--- src/rtl/kuf_pkg.sv ---
// ----------------------------------------------------------------------------
// kuf_pkg
// Shared types and constants for the union-find spanning-tree edge filter.
// ----------------------------------------------------------------------------
package kuf_pkg;

	// field widths fixed by the item format
	localparam int NODE_W = 6;
	localparam int CNT_W = 6;
	localparam int CFG_W = 7;

	// largest node index space the 6-bit fields can name
	localparam int IDX_LIMIT = 1 << NODE_W;

	// default forest size and register reset value
	localparam int MAX_NODES_DEF = 64;
	localparam logic [CFG_W-1:0] NODE_COUNT_RST = CFG_W'(64);

	// accepted count saturates here
	localparam logic [CNT_W-1:0] COUNT_MAX = '1;

	// item opcodes
	typedef enum logic {
		ACT_CLEAR = 1'b0,
		ACT_EDGE  = 1'b1
	} kuf_action_t;

	// input beat
	typedef struct packed {
		kuf_action_t       action;
		logic [NODE_W-1:0] node_a;
		logic [NODE_W-1:0] node_b;
	} kuf_in_t;

	// result beat
	typedef struct packed {
		logic              in_tree;
		logic              bad_index;
		logic [NODE_W-1:0] root_a;
		logic [NODE_W-1:0] root_b;
		logic [CNT_W-1:0]  accepted_total;
	} kuf_out_t;

	// parent store access from the sequencer
	typedef struct packed {
		logic [NODE_W-1:0] rd_addr;
		logic              wr_en;
		logic [NODE_W-1:0] wr_addr;
		logic [NODE_W-1:0] wr_data;
		logic              clr;
	} kuf_mem_req_t;

endpackage

--- src/rtl/kuf_parent_mem.sv ---
// ----------------------------------------------------------------------------
// kuf_parent_mem
// Parent pointer store: one write and one registered read per cycle. A valid
// bit per entry makes an unwritten entry read as its own index, so a clear
// of the whole forest only has to reset the valid bits.
// ----------------------------------------------------------------------------
module kuf_parent_mem #(
	parameter int MAX_NODES = kuf_pkg::MAX_NODES_DEF
) (
	input  logic                       clk,
	input  logic                       arst_n,
	input  kuf_pkg::kuf_mem_req_t      req,
	output logic [kuf_pkg::NODE_W-1:0] parent
);

	localparam int DEPTH = (MAX_NODES < kuf_pkg::IDX_LIMIT) ? MAX_NODES : kuf_pkg::IDX_LIMIT;
	localparam int AW = $clog2(DEPTH);

	logic [AW-1:0]    mem [DEPTH];
	logic [DEPTH-1:0] vld_q;
	logic [AW-1:0]    rd_data_q;
	logic [AW-1:0]    rd_addr_q;
	logic             rd_vld_q;
	logic [AW-1:0]    ra;
	logic [AW-1:0]    wa;

	assign ra = req.rd_addr[AW-1:0];
	assign wa = req.wr_addr[AW-1:0];

	// storage array and registered read port
	always_ff @(posedge clk) begin
		if (req.wr_en) begin
			mem[wa] <= req.wr_data[AW-1:0];
		end
		rd_data_q <= mem[ra];
		rd_vld_q <= vld_q[ra];
		rd_addr_q <= ra;
	end

	// entry valid bits, cleared all at once
	always_ff @(posedge clk or negedge arst_n) begin
		if (!arst_n) begin
			vld_q <= '0;
		end else if (req.clr) begin
			vld_q <= '0;
		end else if (req.wr_en) begin
			vld_q[wa] <= 1'b1;
		end
	end

	// unwritten entry points at itself
	assign parent = rd_vld_q ? kuf_pkg::NODE_W'(rd_data_q) : kuf_pkg::NODE_W'(rd_addr_q);

endmodule

--- src/rtl/kuf_seq.sv ---
// ----------------------------------------------------------------------------
// kuf_seq
// Sequencer for one item: for an edge, root walk and path compression for each
// endpoint, then the link of the two roots. One shared comparator judges the walk, compression and link steps.
// ----------------------------------------------------------------------------
module kuf_seq #(
	parameter int MAX_NODES = kuf_pkg::MAX_NODES_DEF
) (
	input  logic                       clk,
	input  logic                       arst_n,
	input  logic                       start,
	input  kuf_pkg::kuf_in_t           item,
	input  logic [kuf_pkg::CFG_W-1:0]  node_count,
	input  logic                       take,
	input  logic [kuf_pkg::NODE_W-1:0] parent,
	output logic                       busy,
	output logic                       done,
	output kuf_pkg::kuf_out_t          res,
	output kuf_pkg::kuf_mem_req_t      mreq
);

	localparam int DEPTH = (MAX_NODES < kuf_pkg::IDX_LIMIT) ? MAX_NODES : kuf_pkg::IDX_LIMIT;
	localparam logic [kuf_pkg::CFG_W-1:0] DEPTH_C = kuf_pkg::CFG_W'(DEPTH);

	typedef enum logic [6:0] {
		ST_IDLE   = 7'b0000001,
		ST_FPRIME = 7'b0000010,
		ST_FWALK  = 7'b0000100,
		ST_CPRIME = 7'b0001000,
		ST_CWALK  = 7'b0010000,
		ST_LINK   = 7'b0100000,
		ST_DONE   = 7'b1000000
	} kuf_state_t;

	kuf_state_t                 state_q;
	logic                       phase_q;
	logic [kuf_pkg::NODE_W-1:0] a_q;
	logic [kuf_pkg::NODE_W-1:0] b_q;
	logic [kuf_pkg::NODE_W-1:0] cur_q;
	logic [kuf_pkg::NODE_W-1:0] walk_q;
	logic [kuf_pkg::NODE_W-1:0] ra_q;
	logic [kuf_pkg::CNT_W-1:0]  count_q;
	kuf_pkg::kuf_out_t          res_q;

	logic [kuf_pkg::CFG_W-1:0]  limit;
	logic                       bad;
	logic [kuf_pkg::NODE_W-1:0] node_sel;
	logic [kuf_pkg::NODE_W-1:0] cmp_lhs;
	logic                       hit;
	logic [kuf_pkg::CNT_W-1:0]  count_inc;

	// endpoint range check against the smaller of register and store depth
	assign limit = (node_count < DEPTH_C) ? node_count : DEPTH_C;
	assign bad = ({1'b0, item.node_a} >= limit) || ({1'b0, item.node_b} >= limit);

	assign node_sel = phase_q ? b_q : a_q;
	assign count_inc = (count_q == kuf_pkg::COUNT_MAX) ? count_q : count_q + 1'b1;

	// shared comparator: root test, end of compression, same-set test
	assign cmp_lhs = (state_q == ST_LINK) ? ra_q : parent;
	assign hit = (cmp_lhs == cur_q);

	// parent store requests
	always_comb begin
		mreq.rd_addr = cur_q;
		mreq.wr_en = 1'b0;
		mreq.wr_addr = walk_q;
		mreq.wr_data = cur_q;
		mreq.clr = start && (item.action == kuf_pkg::ACT_CLEAR);
		unique case (state_q)
			ST_FWALK: begin
				if (!hit) begin
					mreq.rd_addr = parent;
				end
			end
			ST_CPRIME: begin
				mreq.rd_addr = walk_q;
			end
			ST_CWALK: begin
				mreq.wr_en = 1'b1;
				if (!hit) begin
					mreq.rd_addr = parent;
				end
			end
			ST_LINK: begin
				mreq.wr_en = !hit;
				mreq.wr_addr = ra_q;
			end
			default: begin
			end
		endcase
	end

	// control state
	always_ff @(posedge clk or negedge arst_n) begin
		if (!arst_n) begin
			state_q <= ST_IDLE;
			count_q <= '0;
		end else begin
			unique case (state_q)
				ST_IDLE: begin
					if (start) begin
						if (item.action == kuf_pkg::ACT_CLEAR) begin
							count_q <= '0;
							state_q <= ST_DONE;
						end else if (bad) begin
							state_q <= ST_DONE;
						end else begin
							state_q <= ST_FPRIME;
						end
					end
				end
				ST_FPRIME: begin
					state_q <= ST_FWALK;
				end
				ST_FWALK: begin
					if (hit) begin
						if (node_sel != cur_q) begin
							state_q <= ST_CPRIME;
						end else if (!phase_q) begin
							state_q <= ST_FPRIME;
						end else begin
							state_q <= ST_LINK;
						end
					end
				end
				ST_CPRIME: begin
					state_q <= ST_CWALK;
				end
				ST_CWALK: begin
					if (hit) begin
						state_q <= phase_q ? ST_LINK : ST_FPRIME;
					end
				end
				ST_LINK: begin
					if (!hit) begin
						count_q <= count_inc;
					end
					state_q <= ST_DONE;
				end
				ST_DONE: begin
					if (take) begin
						state_q <= ST_IDLE;
					end
				end
				default: begin
					state_q <= ST_IDLE;
				end
			endcase
		end
	end

	// datapath registers
	always_ff @(posedge clk) begin
		unique case (state_q)
			ST_IDLE: begin
				a_q <= item.node_a;
				b_q <= item.node_b;
				cur_q <= item.node_a;
				phase_q <= 1'b0;
				res_q.in_tree <= 1'b0;
				res_q.bad_index <= (item.action == kuf_pkg::ACT_EDGE) && bad;
				res_q.root_a <= '0;
				res_q.root_b <= '0;
				res_q.accepted_total <= ((item.action == kuf_pkg::ACT_EDGE) && bad) ?
					count_q : '0;
			end
			ST_FWALK: begin
				if (hit) begin
					walk_q <= node_sel;
					if (node_sel == cur_q && !phase_q) begin
						phase_q <= 1'b1;
						ra_q <= cur_q;
						cur_q <= b_q;
					end
				end else begin
					cur_q <= parent;
				end
			end
			ST_CWALK: begin
				if (hit) begin
					if (!phase_q) begin
						phase_q <= 1'b1;
						ra_q <= cur_q;
						cur_q <= b_q;
					end
				end else begin
					walk_q <= parent;
				end
			end
			ST_LINK: begin
				res_q.in_tree <= !hit;
				res_q.bad_index <= 1'b0;
				res_q.root_a <= ra_q;
				res_q.root_b <= cur_q;
				res_q.accepted_total <= hit ? count_q : count_inc;
			end
			default: begin
			end
		endcase
	end

	assign busy = (state_q != ST_IDLE);
	assign done = (state_q == ST_DONE);
	assign res = res_q;

	// count only drops on a clear, which is taken in idle
	a_count_mono: assert property (@(posedge clk) disable iff (!arst_n)
		(state_q != ST_IDLE) |=> (count_q >= $past(count_q)))
		else $error("accepted count dropped during an edge");

	// a joined edge always has distinct roots
	a_join_roots: assert property (@(posedge clk) disable iff (!arst_n)
		(state_q == ST_DONE && res_q.in_tree) |-> (res_q.root_a != res_q.root_b))
		else $error("edge joined with equal roots");

	// a rejected endpoint leaves no roots and no join
	a_bad_clean: assert property (@(posedge clk) disable iff (!arst_n)
		(state_q == ST_DONE && res_q.bad_index) |->
		(!res_q.in_tree && res_q.root_a == '0 && res_q.root_b == '0))
		else $error("bad index result carries join or roots");

	// compression never rewrites the root itself
	a_cwalk_root: assert property (@(posedge clk) disable iff (!arst_n)
		(state_q == ST_CWALK) |-> (walk_q != cur_q))
		else $error("path compression hit the root entry");

endmodule

--- src/rtl/kruskal_union_find_edge_filter_unit.sv ---
// ----------------------------------------------------------------------------
// kruskal_union_find_edge_filter_unit
// Disjoint-set edge filter for spanning-tree construction on pre-sorted edges.
// ----------------------------------------------------------------------------
// One beat at a time. A clear beat empties the forest when it is accepted, and
// its result is then handed over to the output register. An edge beat walks the
// parent store one pointer per cycle through a memory with one registered read
// port and one write port: for each endpoint it primes a read and climbs the
// links up to the root, and when the endpoint is not a root, it primes again
// and compresses each link on its path; then it links the two roots and hands
// the result over. An out-of-range endpoint is answered without a walk.
// item_stall is high from acceptance until the result is loaded into the
// output register, which can hold a finished beat while the next item runs.
module kruskal_union_find_edge_filter_unit #(
	parameter int MAX_NODES = kuf_pkg::MAX_NODES_DEF
) (
	input  logic                      clk,
	input  logic                      arst_n,
	input  logic                      node_count_we,
	input  logic [kuf_pkg::CFG_W-1:0] node_count,
	input  logic                      item_valid,
	output logic                      item_stall,
	input  kuf_pkg::kuf_in_t          item,
	output logic                      result_valid,
	input  logic                      result_stall,
	output kuf_pkg::kuf_out_t         result
);

	logic [kuf_pkg::CFG_W-1:0]  node_count_q;
	logic                       result_valid_q;
	kuf_pkg::kuf_out_t          result_q;
	logic                       start;
	logic                       take;
	logic                       seq_busy;
	logic                       seq_done;
	kuf_pkg::kuf_out_t          seq_res;
	kuf_pkg::kuf_mem_req_t      mreq;
	logic [kuf_pkg::NODE_W-1:0] parent;

	// node count register
	always_ff @(posedge clk or negedge arst_n) begin
		if (!arst_n) begin
			node_count_q <= kuf_pkg::NODE_COUNT_RST;
		end else if (node_count_we) begin
			node_count_q <= node_count;
		end
	end

	assign item_stall = seq_busy;
	assign start = item_valid && !seq_busy;
	assign take = seq_done && (!result_valid_q || !result_stall);

	// output register
	always_ff @(posedge clk or negedge arst_n) begin
		if (!arst_n) begin
			result_valid_q <= 1'b0;
		end else if (take) begin
			result_valid_q <= 1'b1;
		end else if (!result_stall) begin
			result_valid_q <= 1'b0;
		end
	end

	always_ff @(posedge clk) begin
		if (take) begin
			result_q <= seq_res;
		end
	end

	assign result_valid = result_valid_q;
	assign result = result_q;

	kuf_seq #(
		.MAX_NODES (MAX_NODES)
	) u_seq (
		.clk        (clk),
		.arst_n     (arst_n),
		.start      (start),
		.item       (item),
		.node_count (node_count_q),
		.take       (take),
		.parent     (parent),
		.busy       (seq_busy),
		.done       (seq_done),
		.res        (seq_res),
		.mreq       (mreq)
	);

	kuf_parent_mem #(
		.MAX_NODES (MAX_NODES)
	) u_mem (
		.clk    (clk),
		.arst_n (arst_n),
		.req    (mreq),
		.parent (parent)
	);

endmodule
--- config.mk ---
export PLATFORM = sky130hd
export DESIGN_NAME = kruskal_union_find_edge_filter_unit
export DESIGN_NICKNAME = d
export VERILOG_FILES = /design/src/rtl/kuf_pkg.sv /design/src/rtl/kuf_parent_mem.sv /design/src/rtl/kuf_seq.sv /design/src/rtl/kruskal_union_find_edge_filter_unit.sv
export SDC_FILE = /design/constraint.sdc
export NUM_CORES = 1
export LEC_CHECK = 0
export BUFFER_PORTS_ARGS = -buffer_cell sky130_fd_sc_hd__buf_2
export CORE_MARGIN = 2
export CORE_UTILIZATION = 39
export DETAILED_ROUTE_END_ITERATION = 10
export PLACE_DENSITY = 0.55
export RECOVER_POWER = 100
export SLEW_MARGIN = 25
export SYNTH_ARGS = -nofsm -noshare
export SYNTH_HDL_FRONTEND = slang
export SYNTH_SLANG_ARGS = --single-unit
--- constraint.sdc ---
create_clock -name clk -period 4.15 [get_ports clk]
set_clock_uncertainty 0.15 [all_clocks]
set_input_delay 0.415 -clock clk [delete_from_list [all_inputs] [get_ports clk]]
set_output_delay 0.415 -clock clk [all_outputs]
set_load 0.01 [all_outputs]
==> metrics.txt, run 1 <==
# TYPE chip_impl_metric gauge
chip_impl_info{name="outcome",value="complete, but fails checks"} 1
chip_impl_info{name="violations_in_the_final_reports",value="max-capacitance violations, max-slew violations"} 1
chip_impl_metric{name="drtAntennaViolNets",unit=""} 0
chip_impl_metric{name="cp_data_required_time",unit="ps"} 4500
chip_impl_metric{name="finalNetCount",unit=""} 2155
chip_impl_metric{name="vias",unit=""} 15899
chip_impl_metric{name="gr-usage-all-layers",unit="%"} 20.6
chip_impl_metric{name="clkTransAtPathRegs",unit="ps"} 60
chip_impl_metric{name="post_synth_inst_count",unit=""} 1892
chip_impl_metric{name="cts.sink_count",unit=""} 553
chip_impl_metric{name="syn-cell-area",unit="mm^2"} 0.0234
chip_impl_metric{name="area_growth_syn_to_layout",unit="%"} 20.4
chip_impl_metric{name="pwr-share-seq",unit="%"} 39.1
chip_impl_metric{name="final.fill_count",unit=""} 5249
chip_impl_metric{name="numCtsBuffers",unit=""} 58
chip_impl_metric{name="synth_edf_count",unit=""} 455
chip_impl_metric{name="cp_data_arrival_time",unit="ps"} 4470
chip_impl_metric{name="clock.fmax",unit="MHz"} 243
chip_impl_info{name="grt_setup_unrepaired",value="yes"} 1
chip_impl_metric{name="routabilityCongestion",unit=""} 0.890
chip_impl_metric{name="clock_power_share",unit="%"} 28.1
chip_impl_info{name="grt.busiest_layer",value="met2"} 1
chip_impl_metric{name="synth_fp_nets",unit=""} 1930
chip_impl_metric{name="chipHeight",unit="um"} 249
chip_impl_metric{name="power_switching_share",unit="%"} 33.4
chip_impl_metric{name="power_frac_comb",unit="%"} 32.8
chip_impl_metric{name="clk_latency",unit="ps"} 620
chip_impl_metric{name="core_region_area",unit="mm^2"} 0.0591
chip_impl_metric{name="cts_max_level",unit=""} 2
chip_impl_info{name="crit_chain",value="or4b_4 > a211oi_2 > nor3b_2 > or4_4 > o21ai_4 > buf_4 > a221oi_4 > buf_12 > nor2_1 > nand3_1 > buf_4 > o22ai_1 > buf_4 > a2111oi_1 > buf_4 > and4_1"} 1
chip_impl_metric{name="detail_route.first_pass.iterations",unit=""} 8
chip_impl_metric{name="wl",unit="mm"} 64.6
chip_impl_metric{name="grt_antenna_before_repair",unit=""} 2
chip_impl_metric{name="drt_first_iter_violations",unit=""} 1543
chip_impl_metric{name="dieWidth",unit="um"} 249
chip_impl_info{name="synth_ff_type",value="edfxtp_1"} 1
chip_impl_info{name="yosys-top-cells-area",value="edfxtp_1 (58%), dfrtp_1 (8.9%), nand2_1 (6.1%)"} 1
chip_impl_metric{name="ys_types",unit=""} 76
chip_impl_info{name="min_path_type",value="in2reg"} 1
chip_impl_metric{name="cap_viol_max_count",unit=""} 6
chip_impl_metric{name="design.die.area",unit="mm^2"} 0.0620
chip_impl_metric{name="groute.layer.met3.usage",unit="%"} 2.74
chip_impl_metric{name="synth_seq_cells",unit=""} 553
chip_impl_metric{name="cpPeakStageDelay",unit="ps"} 620
chip_impl_metric{name="avgSynthCellArea",unit="um^2"} 12.4
chip_impl_metric{name="antennaDiodeCount",unit=""} 0
chip_impl_metric{name="post_drt_via_cell_ratio",unit=""} 5.41
chip_impl_metric{name="ctsLongestPathBuffers",unit=""} 3
chip_impl_metric{name="grt_pass1_vias",unit=""} 15892
chip_impl_metric{name="internal-power",unit="uW"} 12200
chip_impl_metric{name="power.total",unit="uW"} 18300
chip_impl_metric{name="io_pins",unit=""} 47
chip_impl_metric{name="multiInputGateArea",unit="mm^2"} 0.00713
chip_impl_info{name="netlist.top_cell.by_area",value="edfxtp_1"} 1
chip_impl_info{name="layout.cells.most_common",value="edfxtp_1"} 1
chip_impl_metric{name="hpwl",unit="mm"} 42.9
chip_impl_info{name="crit_path_end_kind",value="register"} 1
chip_impl_info{name="criticalPathCategory",value="reg2reg"} 1
chip_impl_metric{name="netSwitchingPower",unit="uW"} 6110
chip_impl_info{name="critPathMostFrequentCell",value="buf_4"} 1
chip_impl_metric{name="crit_path_max_fanout",unit=""} 7
chip_impl_metric{name="post-route-period-util",unit="%"} 99.2
chip_impl_metric{name="floorplan.initialDensity",unit="%"} 39.6
chip_impl_metric{name="timing.setup.tns",unit="ps"} 0
chip_impl_metric{name="sequential_area_share_after_synthesis",unit="%"} 68.6
chip_impl_metric{name="detail_route.wl_per_cell",unit="um"} 22.0
chip_impl_metric{name="grt_remaining_overflow",unit=""} 0
chip_impl_metric{name="final_hold_viol_count",unit=""} 0
chip_impl_metric{name="post-route-min-period",unit="ps"} 4120
chip_impl_metric{name="relSlewSlack",unit="%"} -32.5
chip_impl_metric{name="setup_viol",unit=""} 0
chip_impl_metric{name="drc_errors",unit=""} 0
chip_impl_info{name="ctsRootBufferMaster",value="clkbuf_16"} 1
chip_impl_metric{name="numPortBuffers",unit=""} 46
chip_impl_metric{name="core.rowCount",unit=""} 89
chip_impl_info{name="layout.cells.most_common_list",value="edfxtp_1 (455), nand2_1 (379), nor2_1 (196), nand3_1 (165), buf_4 (146)"} 1
chip_impl_metric{name="worst_slew_pin_slew",unit="ps"} 1990
chip_impl_info{name="worst_setup_path_start_kind",value="register"} 1
chip_impl_info{name="tritoncts",value="done"} 1
chip_impl_metric{name="layout-drive-gt1-share",unit="%"} 17.4
chip_impl_metric{name="regArea",unit="mm^2"} 0.0161
chip_impl_metric{name="async_reset_ff_share",unit="%"} 15.4
chip_impl_metric{name="total_leakage_power",unit="uW"} 0.0105
chip_impl_metric{name="grt_max_degree",unit=""} 67
chip_impl_metric{name="globalRouteMet1Util",unit="%"} 29.0
chip_impl_metric{name="ir_drop",unit="uV"} 407
chip_impl_metric{name="power.density",unit="mW/mm^2"} 648
chip_impl_metric{name="report.final.slew_viol_count",unit=""} 285
chip_impl_info{name="crit_path_top_delay_cell",value="or4b_4"} 1
chip_impl_metric{name="grt_first_pass_wirelength",unit="mm"} 98.0
chip_impl_metric{name="synth-warning-count",unit=""} 0
chip_impl_metric{name="synth_largest_type_area_fraction",unit="%"} 58.4
chip_impl_metric{name="grtUsageMet2",unit="%"} 33.3
==> registers in the layout, summed over array words and instances (netlist names), 6 cells and up <==
register and cells:
u_seq.state_q 7, u_seq.res 20, u_seq.count_q 6, node_count_q 7, u_seq.ra_q 6, u_mem.vld_q 64, u_seq.walk_q 6, u_seq.cur_q 6
u_mem.rd_data_q 6, result 20, u_mem.rd_addr_q 6, u_seq.a_q 6, u_seq.b_q 6, u_mem.mem 384
==> cell families (layout without fill, tap and decap cells) <==
group | after synthesis | after routing | share of synthesized area [%]
simple gates | 855 | 855 | 16.1
flops | 553 | 553 | 68.6
compound gates | 244 | 244 | 7.26
buf+inv | 113 | 387 | 2.51
mux | 105 | 105 | 4.54
fa+ha+maj | 13 | 13 | 0.695
xor+xnor | 9 | 9 | 0.337
==> power groups by stage <==
stage / registers (uW) / clock network (uW) / logic [uW]
after floorplan: 7390 / 0 / 2930
after global placement: 7220 / 0 / 5690
after detailed placement: 7220 / 0 / 5730
after CTS: 7110 / 5240 / 5870
after global routing: 7180 / 5440 / 6440
final: 7140 / 5140 / 5990
==> repair_timing <==
| action | in CTS | in global routing |
|---|---|---|
| setup endpoints to repair | 7 | 170 |
| buffers inserted | 0 | 2 |
| hold buffers | 26 | 0 |
| gates resized for setup | 32 | 52 |
| pin swaps | 0 | 8 |
| hold endpoints to repair | 91 | 0 |
==> layer usage <==
layer / wire [um] / part of all wire [%] / vias to the layer above
li1: - / - / 7319
met1: 28600 / 44 / 7978
met2: 30600 / 47 / 491
met3: 3710 / 5.7 / 109
met4: 1700 / 2.6 / 2
met5: 10 / 0.015 / -
==> synthesized netlist by cell type (all sizes together) (15+ instances only) <==
library cell / count
edfxtp: 455
nand2: 382
nor2: 210
nand3: 166
mux2i: 95
dfrtp: 83
a21oi: 77
buf: 62
o21ai: 35
clkbuf: 33
a21boi: 20
inv: 18
nor3: 17
a211oi: 16
a2111oi: 15
nand2b: 15
==> path summary, 6_finish.rpt <==
| path | cells past startpoint | endpoint | slack (ps) | start |
|---|---|---|---|---|
| setup / recovery | 16 | u_mem.rd_data_q[0] | 30 | u_seq.state_q[3] |
| hold / removal | 2 | node_count_q[2] | 60 | node_count_we |
| setup reg to reg | 16 | u_mem.rd_data_q[0] | 30 | u_seq.state_q[3] |
| hold reg to reg | 0 | result[17] | 270 | u_seq.res[17] |
| max in group asynchronous | 3 | node_count_q[2] | 1190 | arst_n |
| min in group asynchronous | 2 | u_mem.vld_q[62] | 710 | arst_n |
==> critical path: cells and delay by family, from the launching register on <==
family                 cells  cell delay (ps)
and+or+nand+nor            6             1880
buffers and inverters      5              840
AOI/OAI and AO/OA          5              750
DFF                        1              380
==> layout make-up <==
class	count	share of cell area, %
clock buffer	92	6.08
clock inverter	17	0.568
inverter	18	0.266
multi-input combinational	1226	25.3
sequential	553	56.9
tap	773	3.43
timing repair buffer	260	7.43
==> through the flow <==
stage	hold slack, ps	cell area, um^2	utilization (%)	std cells	setup WS [ps]
2_1_floorplan	-30.6	23400	-	1892	65.5
4_1_cts	4.30	28100	47.4	2937	1.70
3_3_place_gp	257	25800	43.6	2802	-454
5_1_grt	50.0	28200	47.7	2939	-124
6_report	56.6	28200	47.7	2939	31.4
3_5_place_dp	256	25800	43.6	2802	-583
Note: power is estimated with default switching activity, not from simulation.
==> run 2, diff against run 1 <==
--- a/config.mk
+++ b/config.mk
@@ -11,6 +11,7 @@
 export DETAILED_ROUTE_END_ITERATION = 10
 export PLACE_DENSITY = 0.55
 export RECOVER_POWER = 100
+export REMOVE_ABC_BUFFERS = 1
 export SLEW_MARGIN = 25
 export SYNTH_ARGS = -nofsm -noshare
 export SYNTH_HDL_FRONTEND = slang
==> run 2 against run 1 <==
  * The flow finishes with violations (max-capacitance violations, max-slew violations, negative setup slack)
  * Core utilization increased by 0.40 points
  * Clock-buffer cell count down 11
  * Flip-flop and latch count is the same
  * Power is 1.7% higher
  * Combinational power grew 5.3%
  * Non-clock buffer count down 2
  * First-iteration DRC count down 6.4%
  * Sequential power hardly changed
  * Maximum frequency fell by 2.3%
  * Final cell count down 0.20%
  * Worst hold slack got worse by 8.9 ps
  * Largest cell class unchanged
  * Largest power group unchanged
==> metrics.txt, run 2 (synthesized netlist as in run 1, its figures left out) <==
# TYPE chip_impl_metric gauge
chip_impl_info{name="outcome",value="complete, but fails checks"} 1
chip_impl_info{name="violations_in_the_final_reports",value="max-capacitance violations, max-slew violations, negative setup slack"} 1
chip_impl_info{name="grt_setup_unrepaired",value="yes"} 1
chip_impl_metric{name="clk_latency",unit="ps"} 610
chip_impl_metric{name="design.die.area",unit="mm^2"} 0.0620
chip_impl_metric{name="numCtsBuffers",unit=""} 56
chip_impl_info{name="critPathMostFrequentCell",value="buf_4"} 1
chip_impl_metric{name="area_growth_syn_to_layout",unit="%"} 21.4
chip_impl_info{name="layout.cells.most_common",value="edfxtp_1"} 1
chip_impl_metric{name="final_hold_viol_count",unit=""} 0
chip_impl_info{name="cell_class_contributing_the_biggest_share_of_worst_path_delay",value="simple AND/OR/NAND/NOR gates"} 1
chip_impl_metric{name="clkTransAtPathRegs",unit="ps"} 60
chip_impl_metric{name="cp_num_cells",unit=""} 18
chip_impl_info{name="crit_chain",value="or4b_4 > buf_6 > nor2_4 > buf_4 > a2111oi_2 > buf_4 > buf_4 > nor3b_1 > a21oi_1 > and3_4 > inv_8 > buf_6 > buf_4 > mux2i_1 > mux2i_1 > o22ai_2 > a2111oi_4 > and4_1"} 1
chip_impl_metric{name="ctsLongestPathBuffers",unit=""} 3
chip_impl_metric{name="io_pins",unit=""} 47
chip_impl_metric{name="core_region_area",unit="mm^2"} 0.0591
chip_impl_info{name="tritoncts",value="done"} 1
chip_impl_metric{name="chipHeight",unit="um"} 249
chip_impl_info{name="timing.rr.end",value="u_mem.rd_data_q[4]"} 1
chip_impl_metric{name="relSlewSlack",unit="%"} -51.5
chip_impl_metric{name="drt_first_iter_violations",unit=""} 1445
chip_impl_metric{name="worst_slack",unit="ps"} -66.2
chip_impl_metric{name="cts.sink_count",unit=""} 553
chip_impl_metric{name="layout.core_utilization",unit="%"} 48.1
chip_impl_metric{name="gr-usage-all-layers",unit="%"} 20.1
chip_impl_metric{name="grt_max_degree",unit=""} 66
chip_impl_metric{name="grt_remaining_overflow",unit=""} 0
chip_impl_info{name="worstSetupEndpoint",value="u_mem.rd_data_q[4]"} 1
chip_impl_info{name="min_path_type",value="in2reg"} 1
chip_impl_info{name="worst_setup_path_startpoint",value="u_seq.state_q[3]"} 1
chip_impl_info{name="crit_path_end_kind",value="register"} 1
chip_impl_metric{name="cap_viol_max_count",unit=""} 6
chip_impl_metric{name="cts_max_level",unit=""} 2
chip_impl_metric{name="ir_drop",unit="uV"} 424
chip_impl_metric{name="timing.critical_path.buf_inv",unit=""} 7
chip_impl_metric{name="timing.reg2reg.setup_slack",unit="ps"} -70
chip_impl_info{name="layout.cells.most_common_list",value="edfxtp_1 (455), nand2_1 (380), nor2_1 (183), nand3_1 (166), buf_4 (135)"} 1
chip_impl_metric{name="drtAntennaViolNets",unit=""} 0
chip_impl_metric{name="vias",unit=""} 15849
chip_impl_info{name="crit_path_top_delay_cell",value="or4b_4"} 1
chip_impl_metric{name="cp_data_required_time",unit="ps"} 4500
chip_impl_metric{name="total_leakage_power",unit="uW"} 0.0106
chip_impl_metric{name="report.final.slew_viol_count",unit=""} 213
chip_impl_metric{name="cpPeakStageDelay",unit="ps"} 630
chip_impl_metric{name="drc_errors",unit=""} 0
chip_impl_metric{name="wl",unit="mm"} 64.4
chip_impl_metric{name="max_ffs_per_register",unit=""} 384
chip_impl_metric{name="timing.setup.tns",unit="ps"} -153
chip_impl_metric{name="routabilityCongestion",unit=""} 0.904
chip_impl_metric{name="post_drt_via_cell_ratio",unit=""} 5.40
chip_impl_metric{name="detail_route.first_pass.iterations",unit=""} 5
chip_impl_metric{name="detail_route.wl_per_cell",unit="um"} 21.9
chip_impl_metric{name="post-route-period-util",unit="%"} 102
chip_impl_info{name="worst_setup_path_start_kind",value="register"} 1
chip_impl_metric{name="post-route-min-period",unit="ps"} 4220
chip_impl_metric{name="core.rowCount",unit=""} 89
chip_impl_metric{name="grt_antenna_before_repair",unit=""} 1
chip_impl_metric{name="setup_viol",unit=""} 4
chip_impl_info{name="reg_top3",value="u_mem.mem x384, u_mem.vld_q x64"} 1
chip_impl_metric{name="worst_r2r_path_depth",unit=""} 18
chip_impl_metric{name="cp_data_arrival_time",unit="ps"} 4570
chip_impl_metric{name="dieWidth",unit="um"} 249
chip_impl_metric{name="finalNetCount",unit=""} 2151
chip_impl_metric{name="crit_path_max_fanout",unit=""} 15
chip_impl_info{name="ctsRootBufferMaster",value="clkbuf_16"} 1
chip_impl_metric{name="grt_first_pass_wirelength",unit="mm"} 95.5
chip_impl_metric{name="clock.fmax",unit="MHz"} 237
chip_impl_metric{name="hpwl",unit="mm"} 42.2
chip_impl_info{name="launch_point_of_the_worst_reg_to_reg_path",value="u_seq.state_q[3]"} 1
chip_impl_info{name="max_flop_register",value="u_mem.mem"} 1
chip_impl_metric{name="floorplan.initialDensity",unit="%"} 39.6
chip_impl_metric{name="worst_slew_pin_slew",unit="ps"} 2270
chip_impl_metric{name="power.density",unit="mW/mm^2"} 654
chip_impl_metric{name="layout-drive-gt1-share",unit="%"} 18.1
chip_impl_metric{name="numPortBuffers",unit=""} 46
chip_impl_metric{name="grt_pass1_vias",unit=""} 15491
chip_impl_info{name="criticalPathCategory",value="reg2reg"} 1
run 2: through the flow:
step / cells / cell area, um^2 / setup WS [ps] / total power, uW / hold WS, ps
after floorplan: 1797 / 22900 / -6090 / 10200 / -30.6
after global placement: 2788 / 25600 / -623 / 12800 / 261
after detailed placement: 2788 / 25600 / -645 / 12800 / 255
after CTS: 2915 / 27900 / -40.4 / 18200 / 16.7
after global routing: 2932 / 28400 / -194 / 19400 / 49.6
final: 2933 / 28400 / -66.2 / 18600 / 47.8
run 2: cell type report:
type | instances | area, um^2
Fill cell | 5255 | 30700
Sequential cell | 553 | 16100
Multi-Input combinational cell | 1226 | 7170
Timing Repair Buffer | 258 | 2300
Clock buffer | 81 | 1600
Tap cell | 773 | 967
Clock inverter | 23 | 258
Inverter | 18 | 77.6
Antenna cell | 1 | 2.50
run 2: worst min path at each step:
stage | depth (start not counted) | slack, ps | start | end
6_report | 3 | 50 | item_valid | u_seq.state_q[6]
5_1_grt | 2 | 50 | node_count_we | node_count_q[5]
4_1_cts | 2 | 20 | node_count_we | node_count_q[5]
3_5_place_dp | 0 | 260 | u_seq.res[17] | result[17]
3_3_place_gp | 0 | 260 | u_seq.res[2] | result[2]
2_1_floorplan | 0 | -30 | arst_n | node_count_q[0]
run 2: per-layer routing:
layer  global-route usage (%)  wire length (um)  vias up
li1                         -                 -     7315
met1                     26.9             27000     7917
met2                     33.0             31000      505
met3                     3.83              4510      112
met4                     6.68              1920        0
met5                        0                 0        -
run 2: power by group:
part,leakage [uW],switching (uW),internal [uW]
clock,0.000908,2090,3030
sequential,0.00540,217,6930
combinational,0.00427,3840,2470
total,0.0106,6150,12400
run 2: tightest hold or removal path, cell delays in order:
cell	delay [ps]
buf_2	90
o21bai_1	120
o22ai_1	140
run 2: timing repair:
action | CTS | global route
setup buffers | 0 | 9
pin swaps | 4 | 11
gates cloned | 1 | 7
endpoints found under the hold margin | 89 | 0
endpoints found under the setup margin | 7 | 246
hold buffers | 22 | 0
resized for setup | 30 | 82
